==> src/hw/rtl/mre_pkg.sv <==
// Shared types, opcodes, status codes and sizes for the mini RISC executor.
// Used by every module of the block; depends on nothing else.
package mre_pkg;

    localparam int XLEN       = 32;
    localparam int REG_CNT    = 32;
    localparam int RIDX_W     = $clog2(REG_CNT);
    // Program space is a power of two: pc wrap is a plain truncation.
    localparam int PROG_DEPTH = 16384;
    localparam int PC_W       = $clog2(PROG_DEPTH);
    localparam int DATA_DEPTH = 16384;
    localparam int DA_W       = $clog2(DATA_DEPTH);

    localparam int IN_TDATA_W  = 56;
    localparam int OUT_TDATA_W = 48;

    localparam logic [RIDX_W-1:0] LINK_REG = RIDX_W'(31);
    localparam logic [RIDX_W-1:0] HALT_REG = RIDX_W'(1);

    localparam logic [3:0] OP_NOP  = 4'd0;
    localparam logic [3:0] OP_ADD  = 4'd1;
    localparam logic [3:0] OP_ADDI = 4'd2;
    localparam logic [3:0] OP_SUBI = 4'd3;
    localparam logic [3:0] OP_JR   = 4'd4;
    localparam logic [3:0] OP_JUMP = 4'd5;
    localparam logic [3:0] OP_BEQ  = 4'd6;
    localparam logic [3:0] OP_LW   = 4'd7;
    localparam logic [3:0] OP_SW   = 4'd8;
    localparam logic [3:0] OP_LLI  = 4'd9;
    localparam logic [3:0] OP_BGT  = 4'd10;
    localparam logic [3:0] OP_JAL  = 4'd11;
    localparam logic [3:0] OP_HALT = 4'd12;

    localparam logic [1:0] STAT_RUN     = 2'd0;
    localparam logic [1:0] STAT_HALT    = 2'd1;
    localparam logic [1:0] STAT_BADADDR = 2'd2;
    localparam logic [1:0] STAT_BADOP   = 2'd3;

    // Classified instruction as it travels from front to back.
    typedef struct packed {
        logic [3:0]        cmd;
        logic [RIDX_W-1:0] reg_a;
        logic [RIDX_W-1:0] reg_b;
        logic [RIDX_W-1:0] reg_c;
        logic [XLEN-1:0]   imm;
        logic              src2_c;   // read ports take reg_b/reg_c instead of reg_a/reg_b
        logic              is_load;
        logic              is_store;
        logic              illegal;
    } t_uop;

    typedef struct packed {
        logic [XLEN-1:0] halt_value;
        logic [1:0]      status;
        logic [PC_W-1:0] next_pc;
    } t_result;

endpackage

==> src/hw/rtl/mre_front.sv <==
// Front end of the mini RISC executor: accepts instruction items, unpacks
// and classifies them into one staging register. Depends on mre_pkg.
module mre_front (
    input  logic                             i_clk,
    input  logic                             i_rst_n,
    input  logic                             i_s_axis_tvalid,
    output logic                             o_s_axis_tready,
    // cmd[3:0], reg_a[8:4], reg_b[13:9], reg_c[18:14], imm[50:19], zero pad
    input  logic [mre_pkg::IN_TDATA_W-1:0]   i_s_axis_tdata,
    output logic                             o_uop_vld,
    input  logic                             i_uop_rdy,
    output mre_pkg::t_uop                    o_uop
);

    logic          r_vld;
    mre_pkg::t_uop r_uop;
    mre_pkg::t_uop n_uop;
    logic          w_take;

    assign o_s_axis_tready = !r_vld || i_uop_rdy;
    assign w_take          = i_s_axis_tvalid && o_s_axis_tready;

    always_comb begin
        n_uop          = '0;
        n_uop.cmd      = i_s_axis_tdata[3:0];
        n_uop.reg_a    = i_s_axis_tdata[8:4];
        n_uop.reg_b    = i_s_axis_tdata[13:9];
        n_uop.reg_c    = i_s_axis_tdata[18:14];
        n_uop.imm      = i_s_axis_tdata[50:19];
        n_uop.src2_c   = (n_uop.cmd == mre_pkg::OP_ADD);
        n_uop.is_load  = (n_uop.cmd == mre_pkg::OP_LW);
        n_uop.is_store = (n_uop.cmd == mre_pkg::OP_SW);
        n_uop.illegal  = (n_uop.cmd > mre_pkg::OP_HALT);
    end

    always_ff @(posedge i_clk) begin
        if (!i_rst_n) begin
            r_vld <= 1'b0;
        end else if (w_take) begin
            r_vld <= 1'b1;
        end else if (i_uop_rdy) begin
            r_vld <= 1'b0;
        end
    end

    always_ff @(posedge i_clk) begin
        if (w_take) begin
            r_uop <= n_uop;
        end
    end

    assign o_uop_vld = r_vld;
    assign o_uop     = r_uop;

endmodule

==> config.mk <==
export PLATFORM = sky130hd
export DESIGN_NAME = mre_front
export DESIGN_NICKNAME = d
export VERILOG_FILES = /design/src/hw/rtl/mre_pkg.sv /design/src/hw/rtl/mre_front.sv
export SDC_FILE = /design/constraint.sdc
export NUM_CORES = 1
export LEC_CHECK = 0
export BUFFER_PORTS_ARGS = -buffer_cell sky130_fd_sc_hd__buf_2
export CORE_ASPECT_RATIO = 0.5
export CORE_MARGIN = 2
export CORE_UTILIZATION = 25
export CTS_CLUSTER_SIZE = 25
export DETAILED_ROUTE_END_ITERATION = 10
export PLACE_DENSITY = 0.57
export SETUP_SLACK_MARGIN = 0.05
export SLEW_MARGIN = 20
export SYNTH_ARGS = -nofsm -noshare
export SYNTH_HDL_FRONTEND = slang
export SYNTH_SLANG_ARGS = --single-unit
export TNS_END_PERCENT = 1
==> constraint.sdc <==
create_clock -name i_clk -period 2.9 [get_ports i_clk]
set_input_delay 0.58 -clock i_clk [delete_from_list [all_inputs] [get_ports i_clk]]
set_output_delay 0.58 -clock i_clk [all_outputs]
set_load 0.005 [all_outputs]
== After elaboration in Yosys (flattened, before gate mapping) ==
Index checks and enable logic that the tools add are counted.

* Bits of input ports: 60
* Register bits: 56
* Word-level logic and storage cells: 20

* Reductions and logical operators: 4
* Equality and inequality tests: 3
* Multiplexer cells: 2
* $lt $le $gt $ge: 1

{| class="wikitable"
|+ Operator list
! operator !! count
|-
| $eq 4x1->1 const B || 1
|-
| $eq 4x3->1 const B || 1
|-
| $eq 4x4->1 const B || 1
|-
| $gt 4x4->1 const B || 1
|-
| $mux 1 || 2
|-
| $reduce_bool 2->1 || 1
|-
| $logic_and 1x1->1 || 1
|-
| $logic_not 1->1 || 1
|-
| $logic_or 1x1->1 || 1
|}

== Depth between registers and ports, before layout ==
* Depth in word-level cells: 4
* Mapped depth: 2
* Mapped depth without buffers: 2

== Least setup slack after synthesis ==
No wires, ideal clock.

* Kind: input port to flip-flop
* Start point: in i_uop_rdy
* End point: reg r_uop (netlist bit o_uop[0]) (enable)
* Data arrival time: 2009 ps
* Path slack: 473 ps
* Stages on the path: 2
* Path buffers: 0
* Data required time: 2482 ps
* Cells stage by stage: nand2b_4 and2_1

* Cells in the longest elaborated chain, start to end: 2

{| class="wikitable"
|+ Ends and longest elaborated chain
! item !! line !! source
|-
| from (decl) || mre_front.sv:11 || <nowiki>input logic i_uop_rdy,</nowiki>
|-
| $logic_or 1x1->1 || mre_front.sv:20 || <nowiki>assign o_s_axis_tready = !r_vld || i_uop_rdy;</nowiki>
|-
| $logic_and 1x1->1 || mre_front.sv:21 || <nowiki>assign w_take = i_s_axis_tvalid && o_s_axis_tready;</nowiki>
|-
| named net w_take || mre_front.sv:18 || <nowiki>logic w_take;</nowiki>
|-
| to (signal assigned) || mre_front.sv:48 || <nowiki>r_uop <= n_uop;</nowiki>
|-
| to (decl) || mre_front.sv:16 || <nowiki>mre_pkg::t_uop r_uop;</nowiki>
|}

The timed path passes the listed nets, and every way through them passes these cells.
A chain may end at the register's enable or synchronous reset.

== Worst setup path after layout ==
* Start point: in i_uop_rdy
* End point: reg r_uop (netlist bit o_uop[8]) (enable)

The elaborated chain is that of the path after synthesis.

==> metrics.txt <==
# TYPE chip_impl_metric gauge
chip_impl_metric{name="synth_xor_area_share",unit="%"} 0
chip_impl_info{name="run_status",value="finished, final reports clean"} 1
chip_impl_info{name="clock_tree_from_tritoncts",value="built"} 1
chip_impl_metric{name="vias_in_the_first_global_route",unit=""} 1051
chip_impl_metric{name="layout-drive-gt1-share",unit="%"} 66.30
chip_impl_metric{name="num_vias",unit=""} 1037
chip_impl_metric{name="netlist-cell-type-count",unit=""} 9
chip_impl_info{name="r2r_end",value="o_uop[8]"} 1
chip_impl_info{name="end_point_of_the_most_critical_hold_path",value="o_uop[24]"} 1
chip_impl_metric{name="post_synth_fa_ha_maj_area_fraction",unit="%"} 0
chip_impl_info{name="critical_register_to_register_path_startpoint",value="o_uop_vld"} 1
chip_impl_metric{name="p_seq_share",unit="%"} 58.3
chip_impl_metric{name="power_density",unit="nW/um^2"} 633.7
chip_impl_metric{name="comb_power_share",unit="%"} 7.3
chip_impl_metric{name="cts_inserted_buffers",unit=""} 5
chip_impl_info{name="worst_setup_path_startpoint",value="i_uop_rdy"} 1
chip_impl_metric{name="internal_power",unit="W"} 0.001323
chip_impl_info{name="synthDominantAreaCellType",value="edfxtp_1"} 1
chip_impl_metric{name="synthCells",unit=""} 64
chip_impl_metric{name="synth-compound-area-share",unit="%"} 0.9993
chip_impl_metric{name="p_leak",unit="nW"} 1.092
chip_impl_metric{name="ys.warnings.count",unit=""} 0
chip_impl_metric{name="worst-path-max-fanout",unit=""} 28
chip_impl_info{name="timing_worst_setup_path_type",value="in2reg"} 1
chip_impl_metric{name="max-vdd-ir-drop",unit="mV"} 0.2765
chip_impl_metric{name="globalRouteOverflowTotal",unit=""} 0
chip_impl_metric{name="timing.max_slew.rel_slack",unit="%"} 55.35
chip_impl_metric{name="achievable-frequency",unit="GHz"} 0.6052
chip_impl_metric{name="clock-sinks",unit=""} 56
chip_impl_info{name="hold_path_startpoint",value="i_s_axis_tdata[39]"} 1
chip_impl_metric{name="setup_viol",unit=""} 0
chip_impl_metric{name="die_height",unit="microns"} 63.21
chip_impl_metric{name="cts_resized",unit=""} 0
chip_impl_metric{name="switching_fraction",unit="%"} 19.21
chip_impl_metric{name="wl",unit="microns"} 3655
chip_impl_metric{name="clkPwrFrac",unit="%"} 34.4
chip_impl_info{name="postSynth.topFlopCell",value="edfxtp_1"} 1
chip_impl_metric{name="cp_data_arrival_time",unit="ns"} 1.63
chip_impl_metric{name="count_of_fill_cells_added_during_filler_insertion",unit=""} 650
chip_impl_metric{name="dieWidth",unit="microns"} 122.4
chip_impl_metric{name="final.setup.tns",unit="ns"} 0
chip_impl_metric{name="timing.max_cap.violations",unit=""} 0
chip_impl_metric{name="reg2reg_setup_slack",unit="ns"} 1.33
chip_impl_metric{name="post_synth_instance_area",unit="sq um"} 1753
chip_impl_metric{name="final_period_minus_worst_setup_slack",unit="ns"} 1.652
chip_impl_metric{name="drt_first_iter_violations",unit=""} 48
chip_impl_metric{name="gp_congestion",unit=""} 0.6868
chip_impl_metric{name="grt.total_usage",unit="%"} 9.358
chip_impl_metric{name="muxShareOfSynthArea",unit="%"} 0
chip_impl_info{name="worstSetupEndpointType",value="flop"} 1
chip_impl_metric{name="cts-hold-fix-buffers",unit=""} 0
chip_impl_metric{name="seq_area_frac_synth",unit="%"} 95.36
chip_impl_metric{name="synth_enable_flop_cells",unit=""} 55
chip_impl_metric{name="min_period_over_period",unit="%"} 56.98
chip_impl_metric{name="vias_per_cell",unit=""} 3.757
chip_impl_metric{name="firstDrtPassIters",unit=""} 4
chip_impl_metric{name="synthDominantCellAreaShare",unit="%"} 94.22
chip_impl_metric{name="antennaDiodeCount",unit=""} 0
chip_impl_metric{name="hold_critical_path_depth",unit=""} 1
chip_impl_metric{name="cts-root-to-sink-buffers",unit=""} 2
chip_impl_info{name="cp_cell_sequence",value="buf_2 -> nand2b_4 -> and2_2 -> buf_12"} 1
chip_impl_metric{name="count_of_final_hold_check_violations",unit=""} 0
chip_impl_metric{name="synth_simple_gate_area_share",unit="%"} 3.426
chip_impl_metric{name="h-tree-depth",unit=""} 2
chip_impl_metric{name="async_flop_share",unit="%"} 0
chip_impl_metric{name="critPathMaxStageDelay",unit="ns"} 0.57
chip_impl_metric{name="skew",unit="ns"} 0.003588
chip_impl_metric{name="buffer_ports.inserted",unit=""} 111
chip_impl_metric{name="floorplan.die_area",unit="sq um"} 7738
chip_impl_metric{name="power_switching",unit="W"} 0.0003148
chip_impl_metric{name="floorplan.initialDensity",unit="%"} 26.06
chip_impl_metric{name="grt_start_max_net_pins",unit=""} 29
chip_impl_metric{name="worstRegToRegCells",unit=""} 3
chip_impl_metric{name="areaGrowthSynthToFinish",unit="%"} 47.47
chip_impl_metric{name="clkSlewWorstSetupHoldPaths",unit="ns"} 0.07
chip_impl_metric{name="remaining_drc_errors",unit=""} 0
chip_impl_metric{name="num-nets-final",unit=""} 243
chip_impl_metric{name="cts_setup_buffers",unit=""} 0
chip_impl_metric{name="routed_wirelength_normalized_by_instance_count",unit="microns"} 13.24
chip_impl_info{name="most_repeated_cell_in_the_gate_level_netlist_after_synthesis",value="edfxtp_1"} 1
chip_impl_metric{name="hpwl",unit="microns"} 2862
chip_impl_metric{name="ioPinCount",unit=""} 117
chip_impl_metric{name="num_rows",unit=""} 21
chip_impl_metric{name="number_of_max_slew_violations_in_the_final_report",unit=""} 0
chip_impl_metric{name="antenna_violating_nets_left",unit=""} 0
chip_impl_metric{name="grt_pass1_wl",unit="microns"} 5423
chip_impl_metric{name="clk_latency",unit="ns"} 0.28
chip_impl_info{name="synth_top_family_by_area",value="simple AND/OR/NAND/NOR gates"} 1
chip_impl_info{name="clock-root-buffer",value="clkbuf_16"} 1
chip_impl_metric{name="max_slew.worst_pin.slew",unit="ns"} 0.6698
chip_impl_metric{name="postSynthNetCount",unit=""} 124
chip_impl_info{name="rsz_0062_raised_after_global_routing",value="false"} 1
chip_impl_info{name="commonest_cells_in_the_netlist",value="edfxtp_1 (55), nor4b_2 (2)"} 1
chip_impl_metric{name="number_of_flip_flops_and_latches_in_the_synthesized_netlist",unit=""} 56
chip_impl_info{name="cp_slowest_cell",value="and2_2"} 1
chip_impl_info{name="hold_class",value="in2reg"} 1
chip_impl_metric{name="hold_ws",unit="ns"} 0.4708
chip_impl_metric{name="worst_ep_required_time",unit="ns"} 2.88
chip_impl_metric{name="coreArea",unit="sq um"} 6726
chip_impl_metric{name="avgSynthCellArea",unit="sq um"} 27.39
chip_impl_info{name="cp-start-kind",value="primary input"} 1
chip_impl_info{name="post_synth_main_area_contributors",value="edfxtp_1 (94%), nor4b_2 (1.7%), dfxtp_1 (1.1%), nand2b_4 (0.79%), and4b_1 (0.57%)"} 1
chip_impl_metric{name="grt_antenna_before_repair",unit=""} 0
kinds of logic (layout without fill, tap and decap cells):
family,after synthesis,in the layout
AOI/OAI and AO/OA,2,2
buffers and inverters,1,121
DFF,56,56
and+or+nand+nor,5,5
power groups by stage:
stage	logic [W]	clock network (W)	registers (W)
after global placement	0.000119	0	0.000973
after CTS	0.000122	0.000582	0.000956
after floorplan	0.0000186	0	0.000983
after detailed placement	0.000122	0	0.000974
after global routing	0.000132	0.000609	0.000959
final	0.000119	0.000563	0.000955
flip-flops by register name (all words and copies together), names as in the netlist:
register   cells
o_uop_vld      1
o_uop         55
critical path: cells and delay by family:
kind / cells / cell delay, ns
buffers and inverters: 2 / 0.35
AND/OR/NAND/NOR: 2 / 0.68
layout make-up:
cell class	instances	area, sq um	area share, %
tap	92	115.1	4.453
multi-input combinational	7	78.83	3.049
inverter	1	3.754	0.1452
sequential	56	1672	64.67
timing repair buffer	112	575.6	22.27
clock buffer	6	128.9	4.985
clock inverter	2	11.26	0.4356
worst max path at each step:
stage / to / slack, ns
global placement: o_uop[43] / 0.96
finish: o_uop[8] / 1.25
detailed placement: o_uop[43] / 0.93
CTS: o_uop[25] / 1.23
floorplan: o_uop[0] / 0.47
global route: o_uop[8] / 1.16
routing by layer:
metal	track usage (%)	vias up	share of wire (%)
met5	0	-	0
met4	3.017	0	1.3
met3	1.993	4	2.0
met2	18.33	18	61
met1	9.924	519	36
li1	-	496	-
metrics by stage:
stage / cells / instance area, sq um / worst slack [ns] / total power (W) / utilization (%)
after floorplan: 64 / 1753 / 0.4727 / 0.001002 / -
after global placement: 268 / 2445 / 0.9556 / 0.001092 / 36.35
after detailed placement: 268 / 2445 / 0.9264 / 0.001096 / 36.35
after CTS: 276 / 2585 / 1.229 / 0.001661 / 38.43
after global routing: 276 / 2585 / 1.158 / 0.001700 / 38.43
final: 276 / 2585 / 1.248 / 0.001638 / 38.43
cell usage in the layout, fill, tap and decap left out:
master,Yosys,layout
a21boi_0,1,1
and2_2,0,1
and4b_1,1,1
buf_12,0,1
buf_2,0,111
clkbuf_1,0,1
clkbuf_16,0,5
clkinv_1,0,1
clkinvlp_4,0,1
dfxtp_1,1,1
edfxtp_1,55,55
inv_1,1,1
nand2b_4,1,1
nor4b_2,2,2
o211a_1,1,1
Power figures use the tool's default switching activity.
