[src/hw/rtl/mre_pkg.sv]
// Shared types, opcodes, status codes and sizes for the mini RISC executor.
// Used by every module of the block; depends on nothing else.
package mre_pkg;

    localparam int XLEN       = 32;
    localparam int REG_CNT    = 32;
    localparam int RIDX_W     = $clog2(REG_CNT);
    // Program space is a power of two: pc wrap is a plain truncation.
    localparam int PROG_DEPTH = 16384;
    localparam int PC_W       = $clog2(PROG_DEPTH);
    localparam int DATA_DEPTH = 16384;
    localparam int DA_W       = $clog2(DATA_DEPTH);

    localparam int IN_TDATA_W  = 56;
    localparam int OUT_TDATA_W = 48;

    localparam logic [RIDX_W-1:0] LINK_REG = RIDX_W'(31);
    localparam logic [RIDX_W-1:0] HALT_REG = RIDX_W'(1);

    localparam logic [3:0] OP_NOP  = 4'd0;
    localparam logic [3:0] OP_ADD  = 4'd1;
    localparam logic [3:0] OP_ADDI = 4'd2;
    localparam logic [3:0] OP_SUBI = 4'd3;
    localparam logic [3:0] OP_JR   = 4'd4;
    localparam logic [3:0] OP_JUMP = 4'd5;
    localparam logic [3:0] OP_BEQ  = 4'd6;
    localparam logic [3:0] OP_LW   = 4'd7;
    localparam logic [3:0] OP_SW   = 4'd8;
    localparam logic [3:0] OP_LLI  = 4'd9;
    localparam logic [3:0] OP_BGT  = 4'd10;
    localparam logic [3:0] OP_JAL  = 4'd11;
    localparam logic [3:0] OP_HALT = 4'd12;

    localparam logic [1:0] STAT_RUN     = 2'd0;
    localparam logic [1:0] STAT_HALT    = 2'd1;
    localparam logic [1:0] STAT_BADADDR = 2'd2;
    localparam logic [1:0] STAT_BADOP   = 2'd3;

    // Classified instruction as it travels from front to back.
    typedef struct packed {
        logic [3:0]        cmd;
        logic [RIDX_W-1:0] reg_a;
        logic [RIDX_W-1:0] reg_b;
        logic [RIDX_W-1:0] reg_c;
        logic [XLEN-1:0]   imm;
        logic              src2_c;   // read ports take reg_b/reg_c instead of reg_a/reg_b
        logic              is_load;
        logic              is_store;
        logic              illegal;
    } t_uop;

    typedef struct packed {
        logic [XLEN-1:0] halt_value;
        logic [1:0]      status;
        logic [PC_W-1:0] next_pc;
    } t_result;

endpackage

[src/hw/rtl/mre_queue.sv]
// Two-entry queue of classified instructions between front and back.
// Depends on mre_pkg for the entry type.
module mre_queue (
    input  logic          i_clk,
    input  logic          i_rst_n,
    input  logic          i_push,
    input  mre_pkg::t_uop i_push_uop,
    output logic          o_not_full,
    input  logic          i_pop,
    output logic          o_not_empty,
    output mre_pkg::t_uop o_head
);

    mre_pkg::t_uop r_ent [2];
    logic          r_wr_ptr;
    logic          r_rd_ptr;
    logic [1:0]    r_cnt;
    logic          w_push;
    logic          w_pop;

    assign o_not_full  = (r_cnt != 2'd2);
    assign o_not_empty = (r_cnt != 2'd0);
    assign w_push      = i_push && o_not_full;
    assign w_pop       = i_pop && o_not_empty;
    assign o_head      = r_ent[r_rd_ptr];

    always_ff @(posedge i_clk) begin
        if (!i_rst_n) begin
            r_wr_ptr <= 1'b0;
            r_rd_ptr <= 1'b0;
            r_cnt    <= 2'd0;
        end else begin
            if (w_push) begin
                r_wr_ptr <= !r_wr_ptr;
            end
            if (w_pop) begin
                r_rd_ptr <= !r_rd_ptr;
            end
            case ({w_push, w_pop})
                2'b10:   r_cnt <= r_cnt + 2'd1;
                2'b01:   r_cnt <= r_cnt - 2'd1;
                default: r_cnt <= r_cnt;
            endcase
        end
    end

    always_ff @(posedge i_clk) begin
        if (w_push) begin
            r_ent[r_wr_ptr] <= i_push_uop;
        end
    end

endmodule

[config.mk]
export PLATFORM = sky130hd
export DESIGN_NAME = mre_queue
export DESIGN_NICKNAME = d
export VERILOG_FILES = /design/src/hw/rtl/mre_pkg.sv /design/src/hw/rtl/mre_queue.sv
export SDC_FILE = /design/constraint.sdc
export NUM_CORES = 1
export LEC_CHECK = 0
export CAP_MARGIN = 15
export CORE_UTILIZATION = 45
export CTS_CLUSTER_SIZE = 12
export DETAILED_ROUTE_END_ITERATION = 10
export DONT_BUFFER_PORTS = 1
export PLACE_DENSITY_LB_ADDON = 0.2
export SETUP_SLACK_MARGIN = 0.2
export SLEW_MARGIN = 10
export SYNTH_ARGS = -nofsm -noshare
export SYNTH_HDL_FRONTEND = slang
export SYNTH_SLANG_ARGS = --single-unit
[constraint.sdc]
create_clock -name i_clk -period 7.42 [get_ports i_clk]
set_clock_uncertainty 0.05 [all_clocks]
set_input_delay 1.484 -clock i_clk [delete_from_list [all_inputs] [get_ports i_clk]]
set_output_delay 1.484 -clock i_clk [all_outputs]
set_load 0.01 [all_outputs]
# Yosys cells after proc, flatten, opt, wreduce, memory -nomap -nowiden
# Memories as Yosys holds them, arrays and structs flattened. A register that Yosys moved wholly into a read port is not among the register bits.
# Cells that the tools add are included.
[classes]
eq_ne = 3
reduce_logical = 6
n_mux = 5
add_sub_neg = 2
[op_table]
columns = ["operator", "count"]
rows = [
  ["1-bit two-way mux", 4],
  ["2-bit one-hot mux with 2 select lines", 1],
  ["2-bit nonzero test", 2],
  ["2-bit by 1-bit adder with 2-bit output (second input constant)", 1],
  ["2-bit by 1-bit == test with 1-bit output (second input constant)", 1],
  ["2-bit == test (second input constant)", 1],
  ["1-bit logical AND", 2],
  ["1-bit logical NOT", 2],
  ["2-bit inequality test (second input constant)", 1],
  ["2-bit by 1-bit subtractor with 2-bit output (second input constant)", 1],
]
[word_totals]
register_bits = 4
mem_count = 1
inputBits = 59
output_inout_bits = 57
mem_bits_rw = 110
wordCells = 20
[mem_list]
columns = ["name", "words", "word_bits", "read_ports", "rd_ports_with_merged_regs", "write_ports", "line", "text"]
rows = [
  ["r_ent", 2, 55, 1, 1, 1, "mre_queue.sv:14", "mre_pkg::t_uop r_ent [2];"],
]

# Logic depth before layout (Yosys ltp)
# Gate-level depths: netlist of run 1.
[depth]
ltp_word = 4
ltp_mapped = 6

# Least setup slack after synthesis of run 1
# No wires, ideal clock.
[synth_timing]
kind = "input to register"
startpoint = "input i_push"
endpoint = "memory r_ent[1][0] in the netlist's numbering (enable)"
setup_time_ns = 0.419
slack_ns = 4.116
t_arrival_ns = 2.836
cell_stages = 1
cell_sequence = "and3_1"
[synth_via]
elab_chain_cells = 3
[synth_rtl]
columns = ["item", "line", "text"]
rows = [
  ["start: declaration", "mre_queue.sv:6", "input logic i_push,"],
  ["1-bit logical AND", "mre_queue.sv:23", "assign w_push = i_push && o_not_full;"],
  ["1-bit two-way mux", "mre_queue.sv:48", "if (w_push) begin"],
  ["1-bit two-way mux (implied by the code)", "mre_queue.sv:49", "r_ent[r_wr_ptr] <= i_push_uop;"],
  ["end: declaration", "mre_queue.sv:14", ""],
]
# No other way between the ends.

==> flow_metrics.env, run 1 <==
export IMPL_die_area_sq_mm=0.00970
export IMPL_multi_input_area_sq_um=752
export IMPL_die_x_microns=98.5
export IMPL_endpoint_kind="output port"
export IMPL_powerDensity_mw_per_mm2=403
export IMPL_placed_cell_area_sq_mm=0.00432
export IMPL_antenna_found_initial=0
export IMPL_drc=6
export IMPL_fin_tns_setup_ns=0
export IMPL_antenna_cells=0
export IMPL_r2r_end="r_ent[0][43]"
export IMPL_cp_max_fo=29
export IMPL_synthTopCellsByCount="edfxtp_1, mux2_2, buf_2, dfxtp_1, xnor2_1"
export IMPL_wl_per_cell_microns=20.4
export IMPL_dp_hpwl_mm=4.27
export IMPL_drv_cap=0
export IMPL_grt_setup_unrepaired="false"
export IMPL_relSlewSlack_pct=34.9
export IMPL_clk_path_buf_depth=2
export IMPL_synth_top_area_share_pct=78.9
export IMPL_arrival_ns=1.94
export IMPL_hold_path_class="reg -> reg"
export IMPL_clock_sinks=115
export IMPL_drt_iter0_markers=67
export IMPL_worst_pin_slew_ns=0.975
export IMPL_nFillCells=682
export IMPL_synth_ff_type="edfxtp_1"
export IMPL_via_count=1774
export IMPL_drive_gt1_share_pct=40.3
export IMPL_cts_hold_buf=0
export IMPL_cts_resized_gates=0
export IMPL_yosysSeqAreaShare_pct=81.3
export IMPL_clockRootBuffer="clkbuf_8"
export IMPL_r2r_worst_path_cells=3
export IMPL_ys_types=20
export IMPL_routed_via_density=5.39
export IMPL_avgSynthCellArea_sq_um=21.5
export IMPL_gr_total_overflow=0
export IMPL_setup_worst_path_class="reg -> out"
export IMPL_worst_slack_ns=3.94
export IMPL_cts_setup_buffers=0
export IMPL_clk_pin_slew_worst_paths_ns=0.05
export IMPL_post_route_util_pct=55.2
export IMPL_critPathTopFamily="flip-flops"
export IMPL_critPathMaxStageDelay_ns=0.77
export IMPL_gp_congestion=0.745
export IMPL_gr_usage_all_layers_pct=14.9
export IMPL_grt_pass1_vias=2017
export IMPL_setup_violations=0
export IMPL_port_buffers=0
export IMPL_r2r_setup_slack_ns=5.23
export IMPL_critical_path_buf_inv_count=1
export IMPL_firstDrtPassIters=7
export IMPL_worstPathCellList="buf_12 -> mux2_2"
export IMPL_rows=34
export IMPL_yosysMostFrequentCell="edfxtp_1"
export IMPL_hold_violations=0
export IMPL_crit_path_start_kind="register"
export IMPL_ff_latch_area_sq_mm=0.00340
export IMPL_synth_nets=255
export IMPL_synth_cell_area_sq_mm=0.00419
export IMPL_peakVddDrop_uv=223
export IMPL_core_sq_mm=0.00885
export IMPL_areaGrowthSynthToFinish_pct=16.6
export IMPL_ys_warn_count=0
export IMPL_r2r_start="r_cnt[0]"
export IMPL_synth_cells=195
export IMPL_post_synth_top_area_cell="edfxtp_1"
export IMPL_p_leak_nw=1.62
export IMPL_slowest_stage="dfxtp_2"
export IMPL_numCtsBuffers=17
export IMPL_cts_tree="built"
export IMPL_post_route_period_util_pct=46.9
export IMPL_whs_endpoint="r_cnt[1]"
export IMPL_synth_async_reset_ratio_pct=0
export IMPL_fin_area_sq_mm=0.00488
export IMPL_die_h_microns=98.5
export IMPL_io_pins=116
export IMPL_status="complete, but fails checks"
export IMPL_synth_area_leaders="edfxtp_1, mux2_2, dfxtp_1"
export IMPL_clock_latency_ns=0.49
export IMPL_htreeDepth=4
export IMPL_hold_start="r_cnt[1]"
export IMPL_nets=270
export IMPL_drv_slew=0
export IMPL_grt_start_max_net_pins=56
export IMPL_whs_path_depth=2
export IMPL_worstPathRequired_ns=5.89
export IMPL_initial_core_util_pct=47.3
export IMPL_violations="DRC"
export IMPL_ys_seq_elements=115
export IMPL_grt_pass1_wl_mm=10.2
export IMPL_dp_slack_ns=4.41
export IMPL_final_antenna_net_count=0
export IMPL_finalCriticalPeriod_ns=3.48
export IMPL_wl_mm=6.72
export IMPL_max_freq_ghz=0.288
export IMPL_synth_edf_count=110
[cell type report]
class	count	area share, %
timing repair buffer	2	0.564
clock buffer	17	8.48
clock inverter	13	2.95
multi-input combinational	73	15.4
inverter	1	0.103
tap	108	2.77
sequential	115	69.7
[power by group]
group / total [W] / switching, W / internal, W
logic: 0.000337 / 0.000190 / 0.000147
clock network: 0.000756 / 0.000256 / 0.000500
registers: 0.000872 / 0.0000477 / 0.000825
total: 0.00197 / 0.000494 / 0.00147
[how the worst max path moves through the flow]
stage                        end  depth (start not counted)      from
global placement      o_head[36]                          1  register
CTS                    o_head[0]                          2  register
global route           o_head[0]                          2  register
floorplan            r_ent[1][0]                          1    i_push
finish                o_head[11]                          2  register
detailed placement  r_ent[0][19]                          2    i_push
[registers in the layout (all words and copies together), names as in the netlist, named ones only]
signal and count:
r_ent 110, r_wr_ptr 1, r_cnt 2, r_rd_ptr 1
[routing by layer]
metal | part of all wire, % | global-route usage [%] | vias to the layer above
li1 | - | - | 796
met1 | 36 | 13.9 | 891
met2 | 52 | 25.7 | 73
met3 | 10 | 8.79 | 14
met4 | 1.6 | 7.58 | 0
met5 | 0 | 0 | -
[layout by cell type (no fill, tap or decap), types with 2 or more instances in the layout]
cell       count
bufinv_16      3
clkbuf_16     16
clkinv_1       3
clkinv_2       6
clkinv_4       2
dfxtp_1        4
edfxtp_1     110
mux2_2        55
nor2b_1        2
xnor2_1        3
[per-stage QoR]
stage          instances  power [W]  hold slack (ns)
2_1_floorplan        195    0.00116            0.429
3_3_place_gp         298    0.00121            0.440
3_5_place_dp         299    0.00123            0.474
4_1_cts              329    0.00199            0.485
5_1_grt              329    0.00205            0.520
6_report             329    0.00197            0.479
[cells by family after synthesis]
| kind of cell | count (synthesis) | synth area share, % |
|---|---|---|
| xor+xnor | 3 | 0.628 |
| compound gates | 5 | 0.896 |
| fa+ha+maj | 1 | 0.299 |
| buf+inv | 7 | 0.807 |
| simple gates | 9 | 1.32 |
| flops | 115 | 81.3 |
| mux | 55 | 14.8 |
[worst reg2reg max path, stage by stage, from the launching register on]
cell      delay (ns)
dfxtp_1         0.35
nand2b_1        0.27
nand3b_1        0.19
clkinv_2        0.76
(Power assumes the default switching activity.)
==> run 2, diff against run 1 <==
- clock period: 7.42 -> 2.9 ns (I/O delays scaled with it)
==> flow_metrics.env, run 2 (synthesized netlist as in run 1, its figures left out) <==
export IMPL_r2r_start="r_cnt[0]"
export IMPL_die_area_sq_mm=0.00970
export IMPL_cts_hold_buf=0
export IMPL_layout_common_cells="edfxtp_1, mux2_2, clkbuf_16"
export IMPL_worstPathRequired_ns=2.27
export IMPL_wl_per_cell_microns=20.5
export IMPL_die_h_microns=98.5
export IMPL_largest_register_ffs=110
export IMPL_nets=271
export IMPL_grt_pass1_wl_mm=10.2
export IMPL_drive_gt1_share_pct=39.9
export IMPL_hold_path_class="in -> reg"
export IMPL_arrival_ns=1.95
export IMPL_antenna_found_initial=0
export IMPL_areaGrowthSynthToFinish_pct=17.4
export IMPL_hold_violations=0
export IMPL_slowest_stage="dfxtp_2"
export IMPL_r2r_end="r_ent[1][27]"
export IMPL_final_common_cell="edfxtp_1"
export IMPL_placed_cell_area_sq_mm=0.00436
export IMPL_crit_path_start_kind="register"
export IMPL_relSlewSlack_pct=54.1
export IMPL_cts_tree="built"
export IMPL_fin_tns_setup_ns=0
export IMPL_whs_path_depth=0
export IMPL_clk_pin_slew_worst_paths_ns=0.05
export IMPL_gr_usage_all_layers_pct=14.9
export IMPL_clock_sinks=115
export IMPL_max_freq_ghz=0.388
export IMPL_peakVddDrop_uv=567
export IMPL_status="complete, but fails checks"
export IMPL_routed_via_density=5.31
export IMPL_reg_top3="r_ent: 110 flops, r_cnt: 2 flops"
export IMPL_critPathMaxStageDelay_ns=0.76
export IMPL_p_leak_nw=1.62
export IMPL_via_count=1758
export IMPL_grt_start_max_net_pins=29
export IMPL_clockRootBuffer="clkbuf_8"
export IMPL_endpoint_kind="output port"
export IMPL_worst_pin_slew_ns=0.688
export IMPL_numCtsBuffers=17
export IMPL_violations="DRC"
export IMPL_fin_area_sq_mm=0.00492
export IMPL_post_route_period_util_pct=88.9
export IMPL_finalCriticalPeriod_ns=2.58
export IMPL_r2r_worst_path_cells=3
export IMPL_cp_max_fo=28
export IMPL_worst_hold_slack_ns=0.124
export IMPL_cts_resized_gates=0
export IMPL_antenna_cells=0
export IMPL_clock_latency_ns=0.49
export IMPL_whs_endpoint="r_ent[1][35]"
export IMPL_initial_core_util_pct=47.3
export IMPL_die_x_microns=98.5
export IMPL_htreeDepth=4
export IMPL_gr_total_overflow=0
export IMPL_nFillCells=663
export IMPL_final_antenna_net_count=0
export IMPL_clk_path_buf_depth=2
export IMPL_cts_setup_buffers=0
export IMPL_grt_pass1_vias=1917
export IMPL_drt_iter0_markers=103
export IMPL_drc=6
export IMPL_core_sq_mm=0.00885
export IMPL_setup_worst_path_class="reg -> out"
export IMPL_hold_start="i_push_uop[35]"
export IMPL_grt_setup_unrepaired="false"
export IMPL_gp_congestion=0.680
export IMPL_largest_register="r_ent"
export IMPL_setup_violations=0
export IMPL_drv_slew=0
export IMPL_worstPathCellList="buf_12 -> mux2_2"
export IMPL_wl_mm=6.78
export IMPL_firstDrtPassIters=7
export IMPL_rows=34
export IMPL_port_buffers=0
export IMPL_r2r_setup_slack_ns=0.87
export IMPL_powerDensity_mw_per_mm2=1030
export IMPL_io_pins=116
export IMPL_drv_cap=0
[run 2: layout make-up]
| type | count | area [sq um] | share of cell area (%) |
|---|---|---|---|
| Clock buffer | 19 | 422 | 8.58 |
| Clock inverter | 12 | 140 | 2.85 |
| Inverter | 1 | 3.75 | 0.0763 |
| Multi-Input combinational cell | 73 | 752 | 15.3 |
| Sequential cell | 115 | 3400 | 69.2 |
| Tap cell | 108 | 135 | 2.75 |
| Timing Repair Buffer | 3 | 60.1 | 1.22 |
[run 2: routing by layer]
layer | up-vias | GRT usage [%] | routed length [microns]
li1 | 802 | - | -
met1 | 878 | 14.4 | 2340
met5 | - | 0 | 0
met3 | 5 | 7.52 | 613
met2 | 73 | 26.1 | 3780
met4 | 0 | 7.58 | 49
[run 2: worst max-delay path by stage]
stage                        endpoint  slack [ns]  cells past startpoint
after floorplan           r_ent[1][0]        0.43                      2
after global routing       o_head[49]        0.21                      2
after detailed placement   o_head[36]        0.80                      2
after CTS                  o_head[25]        0.27                      2
final                      o_head[36]        0.32                      2
after global placement     o_head[36]        0.86                      2
[run 2: power breakdown]
group	internal, W	switching [W]	leakage (nW)
clock network	0.00129	0.000648	0.270
registers	0.00210	0.000121	1.07
logic	0.000393	0.000488	0.280
[run 2: metrics by stage]
| step | util, % | worst slack, ns | instances | total power [W] |
|---|---|---|---|---|
| 3_3_place_gp | 49.2 | 0.858 | 300 | 0.00312 |
| 5_1_grt | 55.6 | 0.207 | 331 | 0.00524 |
| 2_1_floorplan | - | 0.425 | 195 | 0.00296 |
| 3_5_place_dp | 49.2 | 0.799 | 300 | 0.00316 |
| 6_report | 55.6 | 0.321 | 331 | 0.00504 |
| 4_1_cts | 55.6 | 0.269 | 331 | 0.00510 |
[run 2: critical path: cells and delay by family, from the launching register on]
kind | cells | cell delay [ns]
buf+inv | 1 | 0.27
flops | 1 | 0.76
mux | 1 | 0.40
==> run 3, diff against run 2 <==
- PLACE_DENSITY_LB_ADDON: 0.2 -> 0.08
==> flow_metrics.env, run 3 (synthesized netlist as in run 1, its figures left out) <==
export IMPL_status="complete, but fails checks"
export IMPL_violations="DRC"
export IMPL_clock_latency_ns=0.49
export IMPL_firstDrtPassIters=7
export IMPL_drt_iter0_markers=35
export IMPL_nFillCells=674
export IMPL_hold_violations=0
export IMPL_grt_setup_unrepaired="false"
export IMPL_largest_register="r_ent"
export IMPL_setup_violations=0
export IMPL_endpoint_kind="output port"
export IMPL_clk_path_buf_depth=2
export IMPL_hold_start="i_push_uop[31]"
export IMPL_largest_register_ffs=110
export IMPL_drc=9
export IMPL_grt_start_max_net_pins=30
export IMPL_drv_cap=0
export IMPL_max_freq_ghz=0.393
export IMPL_final_common_cell="edfxtp_1"
export IMPL_reg_top3="r_ent: 110 flops, r_cnt: 2 flops"
export IMPL_p_sw_share_pct=24.0
export IMPL_gr_usage_all_layers_pct=14.6
export IMPL_via_count=1740
export IMPL_io_pins=116
export IMPL_hold_path_class="in -> reg"
export IMPL_clock_sinks=115
export IMPL_relSlewSlack_pct=57.3
export IMPL_layout_common_cells="edfxtp_1, mux2_2, clkbuf_16"
export IMPL_nets=272
export IMPL_clk_pin_slew_worst_paths_ns=0.05
export IMPL_cts_resized_gates=0
export IMPL_cts_tree="built"
export IMPL_p_clk_share_pct=40.4
export IMPL_worst_pin_slew_ns=0.641
export IMPL_instances_no_fill=333
export IMPL_worstPathRequired_ns=2.27
export IMPL_wl_mm=6.58
export IMPL_die_x_microns=98.5
export IMPL_crit_path_start_kind="register"
export IMPL_die_h_microns=98.5
export IMPL_routed_via_density=5.23
export IMPL_drive_gt1_share_pct=39.6
export IMPL_cts_hold_buf=0
export IMPL_post_route_period_util_pct=87.7
export IMPL_antenna_cells=0
export IMPL_grt_pass1_vias=1960
export IMPL_gp_congestion=0.748
export IMPL_wl_per_cell_microns=19.8
export IMPL_multi_input_area_sq_um=752
export IMPL_r2r_start="r_cnt[0]"
export IMPL_final_antenna_net_count=0
export IMPL_post_route_util_pct=56.1
export IMPL_p_switching_w=0.00125
export IMPL_powerDensity_mw_per_mm2=1050
export IMPL_ff_latch_area_sq_mm=0.00340
export IMPL_initial_core_util_pct=47.3
export IMPL_placed_cells=301
export IMPL_drv_slew=0
export IMPL_fin_tns_setup_ns=0
export IMPL_cp_max_fo=29
export IMPL_areaGrowthSynthToFinish_pct=18.5
export IMPL_clockRootBuffer="clkbuf_8"
export IMPL_grt_pass1_wl_mm=10.2
export IMPL_numCtsBuffers=17
export IMPL_rows=34
export IMPL_setup_worst_path_class="reg -> out"
export IMPL_core_sq_mm=0.00885
export IMPL_antenna_found_initial=0
export IMPL_gr_total_overflow=0
export IMPL_cts_setup_buffers=0
export IMPL_dp_hpwl_mm=4.37
export IMPL_arrival_ns=1.91
export IMPL_dp_slack_ns=0.833
export IMPL_htreeDepth=4
export IMPL_p_leak_nw=1.65
export IMPL_pwr_share_seq_pct=42.6
export IMPL_port_buffers=0
export IMPL_worst_slack_ns=0.356
export IMPL_p_int_w=0.00396
export IMPL_peakVddDrop_uv=514
export IMPL_die_area_sq_mm=0.00970
export IMPL_combPwrFrac_pct=17.0
export IMPL_finalCriticalPeriod_ns=2.54
==> run 3: cell count changes in the layout (fill, tap and decap cells not counted), sizes merged <==
cell and change:
clkbuf +1, bufinv +2, buf +1, clkinv -1, clkinvlp -1
==> run 3: final timing paths <==
kind                                     end  slack [ns]  depth (start not counted)
worst max register to register  r_ent[0][10]        0.90                          4
worst max-delay path              o_head[28]        0.36                          2
worst min register to register      r_cnt[1]        0.50                          2
worst min-delay path            r_ent[1][31]        0.13                          0
==> run 3: layer usage <==
| layer | wire length (microns) | GRT usage, % |
|---|---|---|
| met3 | 715 | 8.09 |
| met5 | 0 | 0 |
| met2 | 3470 | 26.4 |
| met4 | 106 | 6.89 |
| met1 | 2280 | 13.0 |
==> run 3: worst max-delay path, stage by stage, from the launching register on <==
cell	delay [ns]
dfxtp_2	0.74
buf_12	0.27
mux2_2	0.40
==> run 3: cell type report <==
class	instances	area share, %
sequential	115	68.6
clock buffer	20	8.57
multi-input combinational	73	15.2
tap	108	2.72
inverter	1	0.0756
timing repair buffer	4	1.11
clock inverter	12	3.76
==> run 3: power by group through the flow <==
stage                     Combinational (W)  Sequential (W)  Clock [W]
after floorplan                    0.000777         0.00218          0
after global placement             0.000872         0.00224          0
after detailed placement           0.000898         0.00226          0
after CTS                          0.000903         0.00222    0.00214
after global routing               0.000949         0.00225    0.00222
final                              0.000884         0.00222    0.00210
==> run 3: metrics by stage <==
stage | hold WS (ns) | cell area, sq um | power (W)
4_1_cts | 0.111 | 4960 | 0.00527
3_3_place_gp | 0.439 | 4350 | 0.00311
5_1_grt | 0.103 | 4960 | 0.00542
6_report | 0.135 | 4960 | 0.00521
3_5_place_dp | 0.481 | 4350 | 0.00316
2_1_floorplan | 0.429 | 4190 | 0.00296
